<file path="config.mk">
export PLATFORM = sky130hd
export DESIGN_NAME = weighted_signature_matcher
export DESIGN_NICKNAME = d
export VERILOG_FILES = /design/src/sv/wsm_pkg.sv /design/src/sv/wsm_cell.sv /design/src/sv/wsm_score.sv /design/src/sv/weighted_signature_matcher.sv
export SDC_FILE = /design/constraint.sdc
export NUM_CORES = 1
export LEC_CHECK = 0
export ABC_AREA = 1
export BUFFER_PORTS_ARGS = -buffer_cell sky130_fd_sc_hd__buf_2
export CELL_PAD_IN_SITES_DETAIL_PLACEMENT = 2
export CELL_PAD_IN_SITES_GLOBAL_PLACEMENT = 2
export CORE_MARGIN = 10
export CORE_UTILIZATION = 30
export CTS_BUF_LIST = sky130_fd_sc_hd__clkbuf_8
export CTS_CLUSTER_DIAMETER = 30
export DETAILED_ROUTE_END_ITERATION = 10
export PLACE_DENSITY = 0.66
export SYNTH_ARGS = -nofsm -noshare
export SYNTH_HDL_FRONTEND = slang
export SYNTH_SLANG_ARGS = --single-unit
</file>
<file path="constraint.sdc">
create_clock -name aclk -period 5.8 [get_ports aclk]
set_clock_uncertainty 0.15 [all_clocks]
set_input_delay 0.29 -clock aclk [delete_from_list [all_inputs] [get_ports aclk]]
set_output_delay 0.29 -clock aclk [all_outputs]
set_load 0.1 [all_outputs]
</file>
<file path="src/sv/wsm_pkg.sv">
// Package for the weighted signature matcher: signature text, lengths, weights,
// per-position compare function, verdict codes and the result struct.
// No dependencies.
package wsm_pkg;

    localparam int SIG_COUNT = 16;
    localparam int HIST_LEN  = 14;
    localparam int SIG_MAX   = 15;
    localparam int POS_W     = 4;
    localparam int BYTES_W   = 12;
    localparam int SUM_W     = 10;
    localparam int GSUM_W    = 8;
    localparam int GCNT_W    = 3;
    localparam int CNT_W     = 5;
    localparam int GROUPS    = 4;
    localparam int GROUP_SZ  = SIG_COUNT / GROUPS;

    localparam logic [BYTES_W-1:0] MAX_BYTES = 12'd4095;

    localparam logic [7:0] CFG_SCORE_CAP   = 8'd0;
    localparam logic [7:0] CFG_SUSP_LIMIT  = 8'd1;
    localparam logic [7:0] RESET_SCORE_CAP = 8'd100;
    localparam logic [7:0] RESET_SUSP_LIM  = 8'd25;

    // last character of each signature sits in the lowest byte
    localparam logic [8*SIG_MAX-1:0] SIG_TEXT [SIG_COUNT] = '{
        "' or ",
        "or 1=1",
        "' or '1'='1",
        "--",
        "drop table",
        "union select",
        "delete from",
        "<script",
        "</script>",
        "onerror=",
        "onload=",
        "onclick=",
        "javascript:",
        "<iframe",
        "alert(",
        "document.cookie"
    };

    localparam logic [POS_W-1:0] SIG_LEN [SIG_COUNT] = '{
        4'd5, 4'd6, 4'd11, 4'd2, 4'd10, 4'd12, 4'd11, 4'd7,
        4'd9, 4'd8, 4'd7, 4'd8, 4'd11, 4'd7, 4'd6, 4'd15
    };

    localparam logic [5:0] SIG_WEIGHT [SIG_COUNT] = '{
        6'd30, 6'd30, 6'd35, 6'd20, 6'd40, 6'd35, 6'd40, 6'd40,
        6'd30, 6'd35, 6'd35, 6'd35, 6'd35, 6'd30, 6'd15, 6'd30
    };

    typedef enum logic [1:0] {
        VERDICT_SAFE       = 2'd0,
        VERDICT_SUSPICIOUS = 2'd1,
        VERDICT_MALICIOUS  = 2'd2
    } verdict_t;

    typedef struct packed {
        logic [SIG_COUNT-1:0] match_mask;
        logic [CNT_W-1:0]     match_count;
        logic [7:0]           threat_score;
        verdict_t             verdict;
    } wsm_result_t;

    // bit i: byte d at distance p from the end agrees with signature i,
    // or signature i is shorter than p+1
    function automatic logic [SIG_COUNT-1:0] sig_hits(input logic [7:0] d,
                                                     input logic [POS_W-1:0] p);
        logic [SIG_COUNT-1:0] h;
        h = '0;
        for (int i = 0; i < SIG_COUNT; i++) begin
            h[i] = (p >= SIG_LEN[i]) || (d == SIG_TEXT[i][{p, 3'b000} +: 8]);
        end
        return h;
    endfunction

endpackage

</file>
<file path="src/sv/wsm_cell.sv">
// One history cell of the matcher chain: holds a byte, hands it to the next
// cell on a shift and reports which signatures agree at its position. Uses wsm_pkg.
module wsm_cell
    import wsm_pkg::*;
(
    input  logic                 aclk,
    input  logic                 aresetn,
    input  logic                 shift_en,
    input  logic                 clear,
    input  logic [POS_W-1:0]     pos,
    input  logic [7:0]           data_in,
    output logic [7:0]           data_out,
    output logic [SIG_COUNT-1:0] hits
);

    logic [7:0] data_reg;
    logic [7:0] data_next;

    always_comb begin
        data_next = data_reg;
        if (clear) begin
            data_next = '0;
        end else if (shift_en) begin
            data_next = data_in;
        end
    end

    always_ff @(posedge aclk) begin
        if (!aresetn) begin
            data_reg <= '0;
        end else begin
            data_reg <= data_next;
        end
    end

    assign data_out = data_reg;
    assign hits     = sig_hits(data_reg, pos);

endmodule

</file>
<file path="src/sv/wsm_score.sv">
// Scoring pipeline: registered mask, group weight sums and counts, then the
// saturated score and verdict in the output register. Uses wsm_pkg.
module wsm_score
    import wsm_pkg::*;
(
    input  logic                 aclk,
    input  logic                 aresetn,
    input  logic                 adv,
    input  logic                 in_valid,
    input  logic [SIG_COUNT-1:0] in_mask,
    input  logic [7:0]           score_cap,
    input  logic [7:0]           suspicious_limit,
    output logic                 out_valid,
    output wsm_result_t          result
);

    logic                 v1_reg, v1_next;
    logic                 v2_reg, v2_next;
    logic                 vo_reg, vo_next;
    logic [SIG_COUNT-1:0] mask1_reg, mask1_next;
    logic [SIG_COUNT-1:0] mask2_reg, mask2_next;
    logic [GSUM_W-1:0]    gsum_reg  [GROUPS];
    logic [GSUM_W-1:0]    gsum_next [GROUPS];
    logic [GCNT_W-1:0]    gcnt_reg  [GROUPS];
    logic [GCNT_W-1:0]    gcnt_next [GROUPS];
    wsm_result_t          res_reg, res_next;
    logic [SUM_W-1:0]     total;
    logic [CNT_W-1:0]     count;
    logic [7:0]           score;

    always_comb begin
        v1_next    = v1_reg;
        v2_next    = v2_reg;
        vo_next    = vo_reg;
        mask1_next = mask1_reg;
        mask2_next = mask2_reg;
        for (int g = 0; g < GROUPS; g++) begin
            gsum_next[g] = gsum_reg[g];
            gcnt_next[g] = gcnt_reg[g];
        end
        if (adv) begin
            v1_next    = in_valid;
            mask1_next = in_mask;
            v2_next    = v1_reg;
            mask2_next = mask1_reg;
            vo_next    = v2_reg;
            for (int g = 0; g < GROUPS; g++) begin
                gsum_next[g] = '0;
                gcnt_next[g] = '0;
                for (int k = 0; k < GROUP_SZ; k++) begin
                    if (mask1_reg[g*GROUP_SZ + k]) begin
                        gsum_next[g] = gsum_next[g]
                                     + GSUM_W'(SIG_WEIGHT[g*GROUP_SZ + k]);
                        gcnt_next[g] = gcnt_next[g] + GCNT_W'(1);
                    end
                end
            end
        end
    end

    always_comb begin
        total = '0;
        count = '0;
        for (int g = 0; g < GROUPS; g++) begin
            total = total + SUM_W'(gsum_reg[g]);
            count = count + CNT_W'(gcnt_reg[g]);
        end
        score = (total > SUM_W'(score_cap)) ? score_cap : total[7:0];
        res_next = res_reg;
        if (adv) begin
            res_next.match_mask   = mask2_reg;
            res_next.match_count  = count;
            res_next.threat_score = score;
            if (score == '0) begin
                res_next.verdict = VERDICT_SAFE;
            end else if (score <= suspicious_limit) begin
                res_next.verdict = VERDICT_SUSPICIOUS;
            end else begin
                res_next.verdict = VERDICT_MALICIOUS;
            end
        end
    end

    always_ff @(posedge aclk) begin
        if (!aresetn) begin
            v1_reg <= 1'b0;
            v2_reg <= 1'b0;
            vo_reg <= 1'b0;
        end else begin
            v1_reg <= v1_next;
            v2_reg <= v2_next;
            vo_reg <= vo_next;
        end
    end

    always_ff @(posedge aclk) begin
        mask1_reg <= mask1_next;
        mask2_reg <= mask2_next;
        res_reg   <= res_next;
        for (int g = 0; g < GROUPS; g++) begin
            gsum_reg[g] <= gsum_next[g];
            gcnt_reg[g] <= gcnt_next[g];
        end
    end

    assign out_valid = vo_reg;
    assign result    = res_reg;

endmodule

</file>
<file path="src/sv/weighted_signature_matcher.sv">
// Top level of the weighted signature matcher: case fold, message state, the
// chain of history cells, config registers and the scoring pipeline.
// Uses wsm_pkg, wsm_cell, wsm_score.
//
//  channel | ports                        | content
//  --------+------------------------------+---------------------------------
//  s_      | s_tvalid s_tready s_tdata    | one message byte, s_tlast = last
//  m_      | m_tvalid m_tready m_tdata    | verdict/score/count/mask per msg
//  cfg_    | cfg_valid cfg_ready          | register index and write data
//
// One byte per cycle while s_tready is high; result via mask/sum/output regs.
// The matching compare is combinational: current byte plus 14 history cells.
// Reset (aresetn low, synchronous) clears message state and loads the
// register defaults. s_tready falls only while a result is held for m_tready.
module weighted_signature_matcher
    import wsm_pkg::*;
(
    input  logic        aclk,
    input  logic        aresetn,
    input  logic        s_tvalid,
    output logic        s_tready,
    input  logic [7:0]  s_tdata,    // [7:0] data_byte
    input  logic        s_tlast,
    output logic        m_tvalid,
    input  logic        m_tready,
    output logic [31:0] m_tdata,    // [1:0] verdict, [9:2] threat_score,
                                    // [14:10] match_count, [30:15] match_mask
    input  logic        cfg_valid,
    output logic        cfg_ready,
    input  logic [7:0]  cfg_index,
    input  logic [7:0]  cfg_data
);

    logic                 adv;
    logic                 take;
    logic                 in_limit;
    logic                 scan;
    logic [7:0]           cur;
    logic [SIG_COUNT-1:0] hits;
    logic [SIG_COUNT-1:0] flags_upd;
    logic [7:0]           chain     [HIST_LEN+1];
    logic [SIG_COUNT-1:0] cell_hits [HIST_LEN];

    logic [SIG_COUNT-1:0] flags_reg, flags_next;
    logic [BYTES_W-1:0]   seen_reg, seen_next;
    logic                 stop_reg, stop_next;
    logic [7:0]           cap_reg, cap_next;
    logic [7:0]           lim_reg, lim_next;

    logic                 out_valid;
    wsm_result_t          result;

    assign adv       = !out_valid || m_tready;
    assign s_tready  = adv;
    assign take      = s_tvalid && adv;
    assign cfg_ready = 1'b1;

    assign in_limit = seen_reg < MAX_BYTES;
    assign scan     = !stop_reg && in_limit && (s_tdata != 8'h00);
    assign cur      = ((s_tdata >= 8'h41) && (s_tdata <= 8'h5A)) ? (s_tdata | 8'h20)
                                                                 : s_tdata;

    assign chain[0] = cur;

    for (genvar j = 0; j < HIST_LEN; j++) begin : g_cell
        wsm_cell u_cell (
            .aclk     (aclk),
            .aresetn  (aresetn),
            .shift_en (take && scan),
            .clear    (take && s_tlast),
            .pos      (POS_W'(j + 1)),
            .data_in  (chain[j]),
            .data_out (chain[j+1]),
            .hits     (cell_hits[j])
        );
    end

    always_comb begin
        hits = sig_hits(cur, '0);
        for (int j = 0; j < HIST_LEN; j++) begin
            hits = hits & cell_hits[j];
        end
        flags_upd = scan ? (flags_reg | hits) : flags_reg;
    end

    always_comb begin
        flags_next = flags_reg;
        seen_next  = seen_reg;
        stop_next  = stop_reg;
        if (take) begin
            if (s_tlast) begin
                flags_next = '0;
                seen_next  = '0;
                stop_next  = 1'b0;
            end else begin
                flags_next = flags_upd;
                if (in_limit) begin
                    seen_next = seen_reg + BYTES_W'(1);
                    if (!stop_reg && (s_tdata == 8'h00)) begin
                        stop_next = 1'b1;
                    end
                end
            end
        end
    end

    always_comb begin
        cap_next = cap_reg;
        lim_next = lim_reg;
        if (cfg_valid) begin
            unique case (cfg_index)
                CFG_SCORE_CAP:  cap_next = cfg_data;
                CFG_SUSP_LIMIT: lim_next = cfg_data;
                default: ;
            endcase
        end
    end

    always_ff @(posedge aclk) begin
        if (!aresetn) begin
            flags_reg <= '0;
            seen_reg  <= '0;
            stop_reg  <= 1'b0;
            cap_reg   <= RESET_SCORE_CAP;
            lim_reg   <= RESET_SUSP_LIM;
        end else begin
            flags_reg <= flags_next;
            seen_reg  <= seen_next;
            stop_reg  <= stop_next;
            cap_reg   <= cap_next;
            lim_reg   <= lim_next;
        end
    end

    wsm_score u_score (
        .aclk             (aclk),
        .aresetn          (aresetn),
        .adv              (adv),
        .in_valid         (take && s_tlast),
        .in_mask          (flags_upd),
        .score_cap        (cap_reg),
        .suspicious_limit (lim_reg),
        .out_valid        (out_valid),
        .result           (result)
    );

    assign m_tvalid = out_valid;
    assign m_tdata  = {1'b0, result};

endmodule
</file>
**After elaboration in Yosys (flattened, before gate mapping)**

Memories as Yosys holds them, arrays and structs flattened.
Cells that the tools add are included.

- Bits in registers: 223
- Bits in latches: 0
- Bits in writable memories: 44
- ROM bits: 0
- Input port bits: 30
- Output and inout bits: 35
- Logic and storage cells: 269
- Memories: 2

- Add/sub/neg operators: 31
- Multipliers: 0
- Div/mod/pow operators: 0
- $lt $le $gt $ge: 5
- Equality and inequality tests: 98
- Shift operators: 0
- Multiplexer cells: 68
- Bitwise operators: 16
- Reductions and logical operators: 21

Memories:

| name | words | width | read ports | clocked after Yosys merged registers in | write ports | RTL line | RTL |
|---|---|---|---|---|---|---|---|
| u_score.gsum_reg | 4 | 8 | 4 | 0 | 4 | wsm_score.sv:22 | `logic [GSUM_W-1:0] gsum_reg [GROUPS];` |
| u_score.gcnt_reg | 4 | 3 | 4 | 0 | 4 | wsm_score.sv:24 | `logic [GCNT_W-1:0] gcnt_reg [GROUPS];` |

Operators by type and width:

| cell | number |
|---|---|
| $eq A8 B7 Y1 const B | 71 |
| $and A16 B16 Y16 | 14 |
| $eq A8 B6 Y1 const B | 26 |
| $mux W8 | 25 |
| $mux W3 | 24 |
| $add A8 B6 Y8 const B | 7 |
| $add A3 B1 Y3 const B | 12 |
| $mux W12 | 3 |
| $add A8 B5 Y8 const B | 4 |
| $mux W16 | 2 |
| $mux W32 | 1 |
| $logic_not A8 Y1 | 3 |
| $add A10 B8 Y10 | 2 |
| $mux W6 | 3 |
| $or A16 B16 Y16 | 1 |
| $add A12 B1 Y12 const B | 1 |
| $lt A12 B12 Y1 const B | 1 |
| $add A5 B3 Y5 | 2 |
| $gt A10 B8 Y1 | 1 |
| $mux W5 | 2 |
| $add A8 B8 Y9 | 1 |
| $add A8 B4 Y8 const B | 1 |
| $eq A8 B1 Y1 const B | 1 |
| $ge A8 B7 Y1 const B | 1 |
| other kinds (14) | 30 |

**Logic depth before layout (Yosys ltp)**

- Depth in word-level cells: 21
- Gate-level depth with buffers: 35
- Gate-level depth less buffers: 35

**Cells and area by module**

From an unflattened synthesis, not the netlist that was laid out.

- Cells, all modules: 9011
- Area, all modules: 49028.3 um2

Modules (own cells, without submodules):

| module | instances | cells an instance | area an instance (um2) | sequential area each (um2) |
|---|---|---|---|---|
| wsm_cell (g_cell[0].u_cell ...) | 13 | 572 | 2864.0 | 160.2 |
| wsm_score | 1 | 548 | 6098.3 | 3153.0 |
| weighted_signature_matcher | 1 | 459 | 2931.6 | 900.9 |
| wsm_cell (g_cell[9].u_cell) | 1 | 568 | 2766.4 | 160.2 |

**Worst setup path after synthesis**

No wires, ideal clock.

- Path type: reg-to-reg
- Start point: register, netlist name u_score.mask2_reg[5]
- End point: register u_score.res_reg, in the netlist u_score.result[0] (data pin)
- Setup time: 0.263 ns
- Data arrival time: 4.754 ns
- Required time: 5.387 ns
- Slack: 0.634 ns
- Stages on the path, launching flop included: 33
- Path buffers: 0
- Clock period less this slack: 5.166 ns
- Path through: edfxtp_1 -> ha_1 -> inv_1 -> fa_1 -> o21ai_0 -> a21oi_1 -> o21ai_0 -> xnor2_1 -> fa_1 -> inv_1 -> ha_1 -> nand2_1 -> inv_1 -> nand3_1 -> nand3_1 -> xnor2_1 -> inv_1 -> ha_1 -> nand2_1 -> inv_1 -> nand4_1 -> nand2_1 -> nand4_4 -> nor2_4 -> nand2_1 -> nand2_1 -> inv_1 -> ha_1 -> nand2_1 -> o21ai_0 -> nand2_1 -> a32oi_1 -> a21oi_1

RTL lines:

| what | RTL line | RTL |
|---|---|---|
| end signal, assigned | wsm_score.sv:99 | `res_reg <= res_next;` |
| end, declared | wsm_score.sv:26 | `wsm_result_t res_reg, res_next;` |

==> run_summary.xml <==
<?xml version="1.0" encoding="UTF-8"?>
<metrics>
  <group name="setup_path">
    <metric name="kind_of_critical_path" unit="">reg -&gt; reg</metric>
    <metric name="cp_common_cell" unit="">nand2_1</metric>
    <metric name="critical-path-max-stage-delay" unit="ns">0.50</metric>
    <metric name="critPathMaxFanout" unit="">8</metric>
    <metric name="r2r.worst_path.cells" unit="">29</metric>
    <metric name="critPathSlowestCell" unit="">fa_1</metric>
    <metric name="critPathCaptureType" unit="">flop</metric>
    <metric name="timing.critical_path.from_type" unit="">flop</metric>
    <metric name="timing.reg2reg.setup_slack" unit="ns">0.27</metric>
    <metric name="crit-reg2reg-capture" unit="">u_score.result[1]</metric>
    <metric name="cp.arrival" unit="ns">5.75</metric>
    <metric name="worst_r2r_startpoint" unit="">u_score.mask2_reg[5]</metric>
    <metric name="worstPathRequired" unit="ns">6.01</metric>
  </group>
  <group name="sta">
    <metric name="max-slew-margin-rel" unit="">0.418</metric>
    <metric name="setup_viol" unit="">0</metric>
    <metric name="timing.hold.ws" unit="ns">0.0994</metric>
    <metric name="period_utilisation_layout" unit="">0.954</metric>
    <metric name="maxClockFrequency" unit="MHz">181</metric>
    <metric name="timing.final.max_slew_violations" unit="">0</metric>
    <metric name="finalSetupTns" unit="ns">0</metric>
    <metric name="hold_viol_final" unit="">0</metric>
    <metric name="tightestPinTransition" unit="ns">0.873</metric>
    <metric name="final_period_minus_worst_setup_slack" unit="ns">5.53</metric>
  </group>
  <group name="cts">
    <metric name="cts.htree.levels" unit="">3</metric>
    <metric name="cts_buffer_count" unit="">79</metric>
    <metric name="clock_sink_count" unit="">263</metric>
    <metric name="clock_insertion_delay_worst_skew" unit="ns">0.62</metric>
    <metric name="clockBufferDepth" unit="">3</metric>
    <metric name="clock_root_cell" unit="">clkbuf_8</metric>
    <metric name="cts_tree" unit="">built</metric>
    <metric name="clk_transition_reported_paths" unit="ns">0.05</metric>
  </group>
  <group name="pwr">
    <metric name="peakVddDrop" unit="mV">0.308</metric>
    <metric name="power_leakage" unit="nW">7.25</metric>
    <metric name="power_density" unit="nW/um2">351</metric>
    <metric name="totalPowerFinal" unit="W">0.00583</metric>
  </group>
  <group name="worst_hold_path">
    <metric name="worst_hold_startpoint" unit="">cfg_valid</metric>
    <metric name="worst_hold_path.num_cells" unit="">3</metric>
    <metric name="hold_path.class" unit="">in -&gt; reg</metric>
    <metric name="hold_path_end" unit="">cap_reg[7]</metric>
  </group>
  <group name="floorplanning">
    <metric name="boundaryPins" unit="">65</metric>
    <metric name="die_h" unit="um">233</metric>
    <metric name="core" unit="um2">44500</metric>
    <metric name="area_of_the_die" unit="um2">54100</metric>
    <metric name="dieWidth" unit="um">233</metric>
    <metric name="initial_core_util" unit="">0.305</metric>
    <metric name="floorplan.rows" unit="">77</metric>
  </group>
  <group name="logic_synthesis">
    <metric name="post_synth_inst_count" unit="">1614</metric>
    <metric name="async_reset_ff_frac" unit="">0</metric>
    <metric name="synth_flop_cell" unit="">dfxtp_1</metric>
    <metric name="syn_area" unit="um2">13600</metric>
    <metric name="synth_warn" unit="">0</metric>
    <metric name="synth_enable_flop_cells" unit="">103</metric>
    <metric name="avgSynthCellArea" unit="um2">8.40</metric>
    <metric name="synth-seq-area-share" unit="">0.464</metric>
    <metric name="post_synth_num_cell_types" unit="">54</metric>
    <metric name="syn-num-nets" unit="">1726</metric>
    <metric name="synth_seq_cells" unit="">263</metric>
  </group>
  <group name="global_routing">
    <metric name="maximum_number_of_pins_on_one_net_before_global_route_repair" unit="">85</metric>
    <metric name="grt.met1_usage" unit="">0.188</metric>
    <metric name="grt-ovfl-total" unit="">0</metric>
    <metric name="grt_first_pass_wirelength" unit="um">70700</metric>
    <metric name="grtUsageMet3" unit="">0.0385</metric>
    <metric name="initial_antenna_violation_count" unit="">1</metric>
    <metric name="grt-busiest-layer" unit="">met2</metric>
    <metric name="total_track_usage" unit="">0.165</metric>
    <metric name="met2_usage" unit="">0.295</metric>
    <metric name="vias_in_the_first_global_route" unit="">12700</metric>
  </group>
  <group name="drt">
    <metric name="drt_iter0_drc" unit="">458</metric>
    <metric name="route.detailed.wl_per_inst" unit="um">18.7</metric>
    <metric name="detail-route-antenna-nets" unit="">0</metric>
    <metric name="total_routed_wirelength" unit="um">44900</metric>
    <metric name="first_pass_iters" unit="">6</metric>
    <metric name="total_number_of_vias" unit="">11600</metric>
    <metric name="detail_route.drc_violations" unit="">0</metric>
    <metric name="via_per_inst" unit="">4.83</metric>
  </group>
  <group name="run_status">
    <metric name="run_status" unit="">completed</metric>
  </group>
  <group name="finish">
    <metric name="fin_cells" unit="">2404</metric>
    <metric name="mostFrequentLayoutCells" unit="">inv_1, nand2_1, nor2_1</metric>
    <metric name="syn_to_final_growth" unit="%">22.4</metric>
    <metric name="final_area" unit="um2">16600</metric>
    <metric name="most_common_cell_after_layout_fill_and_taps_aside" unit="">inv_1</metric>
    <metric name="largest_reg_flops" unit="">112</metric>
    <metric name="final.fill_count" unit="">5038</metric>
    <metric name="drive_above_1_share" unit="">0.158</metric>
    <metric name="number_of_nets_at_the_end_of_the_flow" unit="">1858</metric>
  </group>
  <group name="placement">
    <metric name="io_buffers" unit="">62</metric>
    <metric name="hpwl_after_detailed_placement" unit="um">32800</metric>
    <metric name="place.detailed.instances" unit="">2222</metric>
    <metric name="routabilityCongestion" unit="">0.885</metric>
    <metric name="post_dp_cell_area" unit="um2">14400</metric>
  </group>
  <group name="flow_run">
    <metric name="maxCapViolCount" unit="">0</metric>
  </group>
</metrics>
## power by group
group | internal [W] | switching (W) | total [W] | leakage, nW
combinational | 0.000203 | 0.000652 | 0.000855 | 3.74
clock | 0.00185 | 0.00102 | 0.00286 | 0.962
sequential | 0.00204 | 0.0000762 | 0.00211 | 2.55
## through the flow
stage,worst slack (ns),utilization
after floorplan,0.634,-
after global placement,0.130,0.323
after detailed placement,-0.145,0.323
after CTS,0.00263,0.369
after global routing,-0.124,0.373
final,0.266,0.373
## per-layer routing
metal / wire [um] / share of wire / vias to the layer above
met3: 1700 / 0.038 / 91
met1: 18900 / 0.42 / 5711
met4: 1150 / 0.026 / 0
met2: 23200 / 0.52 / 183
met5: 0 / 0 / -
li1: - / - / 5626
## cells by family after synthesis
| logic type | Yosys count | synth area share |
|---|---|---|
| compound gates | 314 | 0.121 |
| xor+xnor | 40 | 0.0258 |
| fa+ha+maj | 82 | 0.0845 |
| buf+inv | 316 | 0.0931 |
| flops | 263 | 0.464 |
| mux | 1 | 0.000738 |
| other cells | 2 | 0.000554 |
| simple gates | 596 | 0.210 |
## synthesized netlist by cell type, types with 3 or more instances
master / instances / area [um2]
clkbuf_2: 4 / 20.0
inv_1: 255 / 957
o21bai_1: 3 / 22.5
nand2_1: 206 / 773
dfxtp_1: 160 / 3200
nand2_2: 12 / 75.1
a21oi_1: 135 / 676
nand3_1: 72 / 360
nand2_4: 4 / 45.0
nor4_1: 23 / 144
nor4_4: 3 / 63.8
nor3_1: 38 / 190
buf_4: 9 / 67.6
edfxtp_1: 103 / 3090
a211oi_1: 4 / 30.0
buf_2: 16 / 80.1
ha_1: 66 / 826
inv_2: 6 / 22.5
xnor2_1: 13 / 114
o211ai_1: 5 / 37.5
xor2_1: 27 / 236
nor2_2: 8 / 50.1
nor2_4: 5 / 56.3
o21ai_1: 13 / 65.1
o21ai_0: 144 / 721
or2_2: 3 / 18.8
nor2_1: 162 / 608
nand3_2: 3 / 30.0
nor4_2: 5 / 62.6
a31oi_1: 3 / 18.8
clkbuf_1: 21 / 78.8
nand4_1: 36 / 225
nor3_2: 4 / 40.0
fa_1: 16 / 320
## worst max-delay path: cells and delay by family (launching register included)
kind	cells	cell delay, ns
compound gates	4	0.43
xor+xnor	1	0.34
fa+ha+maj	7	2.36
buf+inv	5	0.40
flops	1	0.44
simple gates	12	1.16
## worst max-delay path by stage
stage	startpoint	to	depth (start not counted)
after global placement	u_score.mask2_reg[5]	u_score.result[0]	32
after CTS	u_score.mask2_reg[5]	u_score.result[1]	33
after detailed placement	u_score.mask2_reg[5]	u_score.result[0]	32
after global routing	u_score.mask2_reg[5]	u_score.result[1]	35
final	u_score.mask2_reg[5]	u_score.result[1]	29
after floorplan	u_score.mask2_reg[5]	u_score.result[0]	32
## timing repair
item	4_1_cts	5_1_grt
gates resized for setup	3	29
hold buffers	27	0
pin swaps	0	13
setup endpoints to repair	2	2
setup buffers	0	8
endpoints found under the hold margin	35	0
## cell type report
class	instances	area [um2]	area share
diodes	1	2.50	0.000151
repair buffers	103	686	0.0413
multi-input cells	1035	6130	0.369
inverters	264	997	0.0601
well taps	592	741	0.0446
clock buffers	96	1320	0.0796
flip-flops and latches	263	6300	0.379
clock inverters	50	433	0.0261
Power figures use the tool's default switching activity.
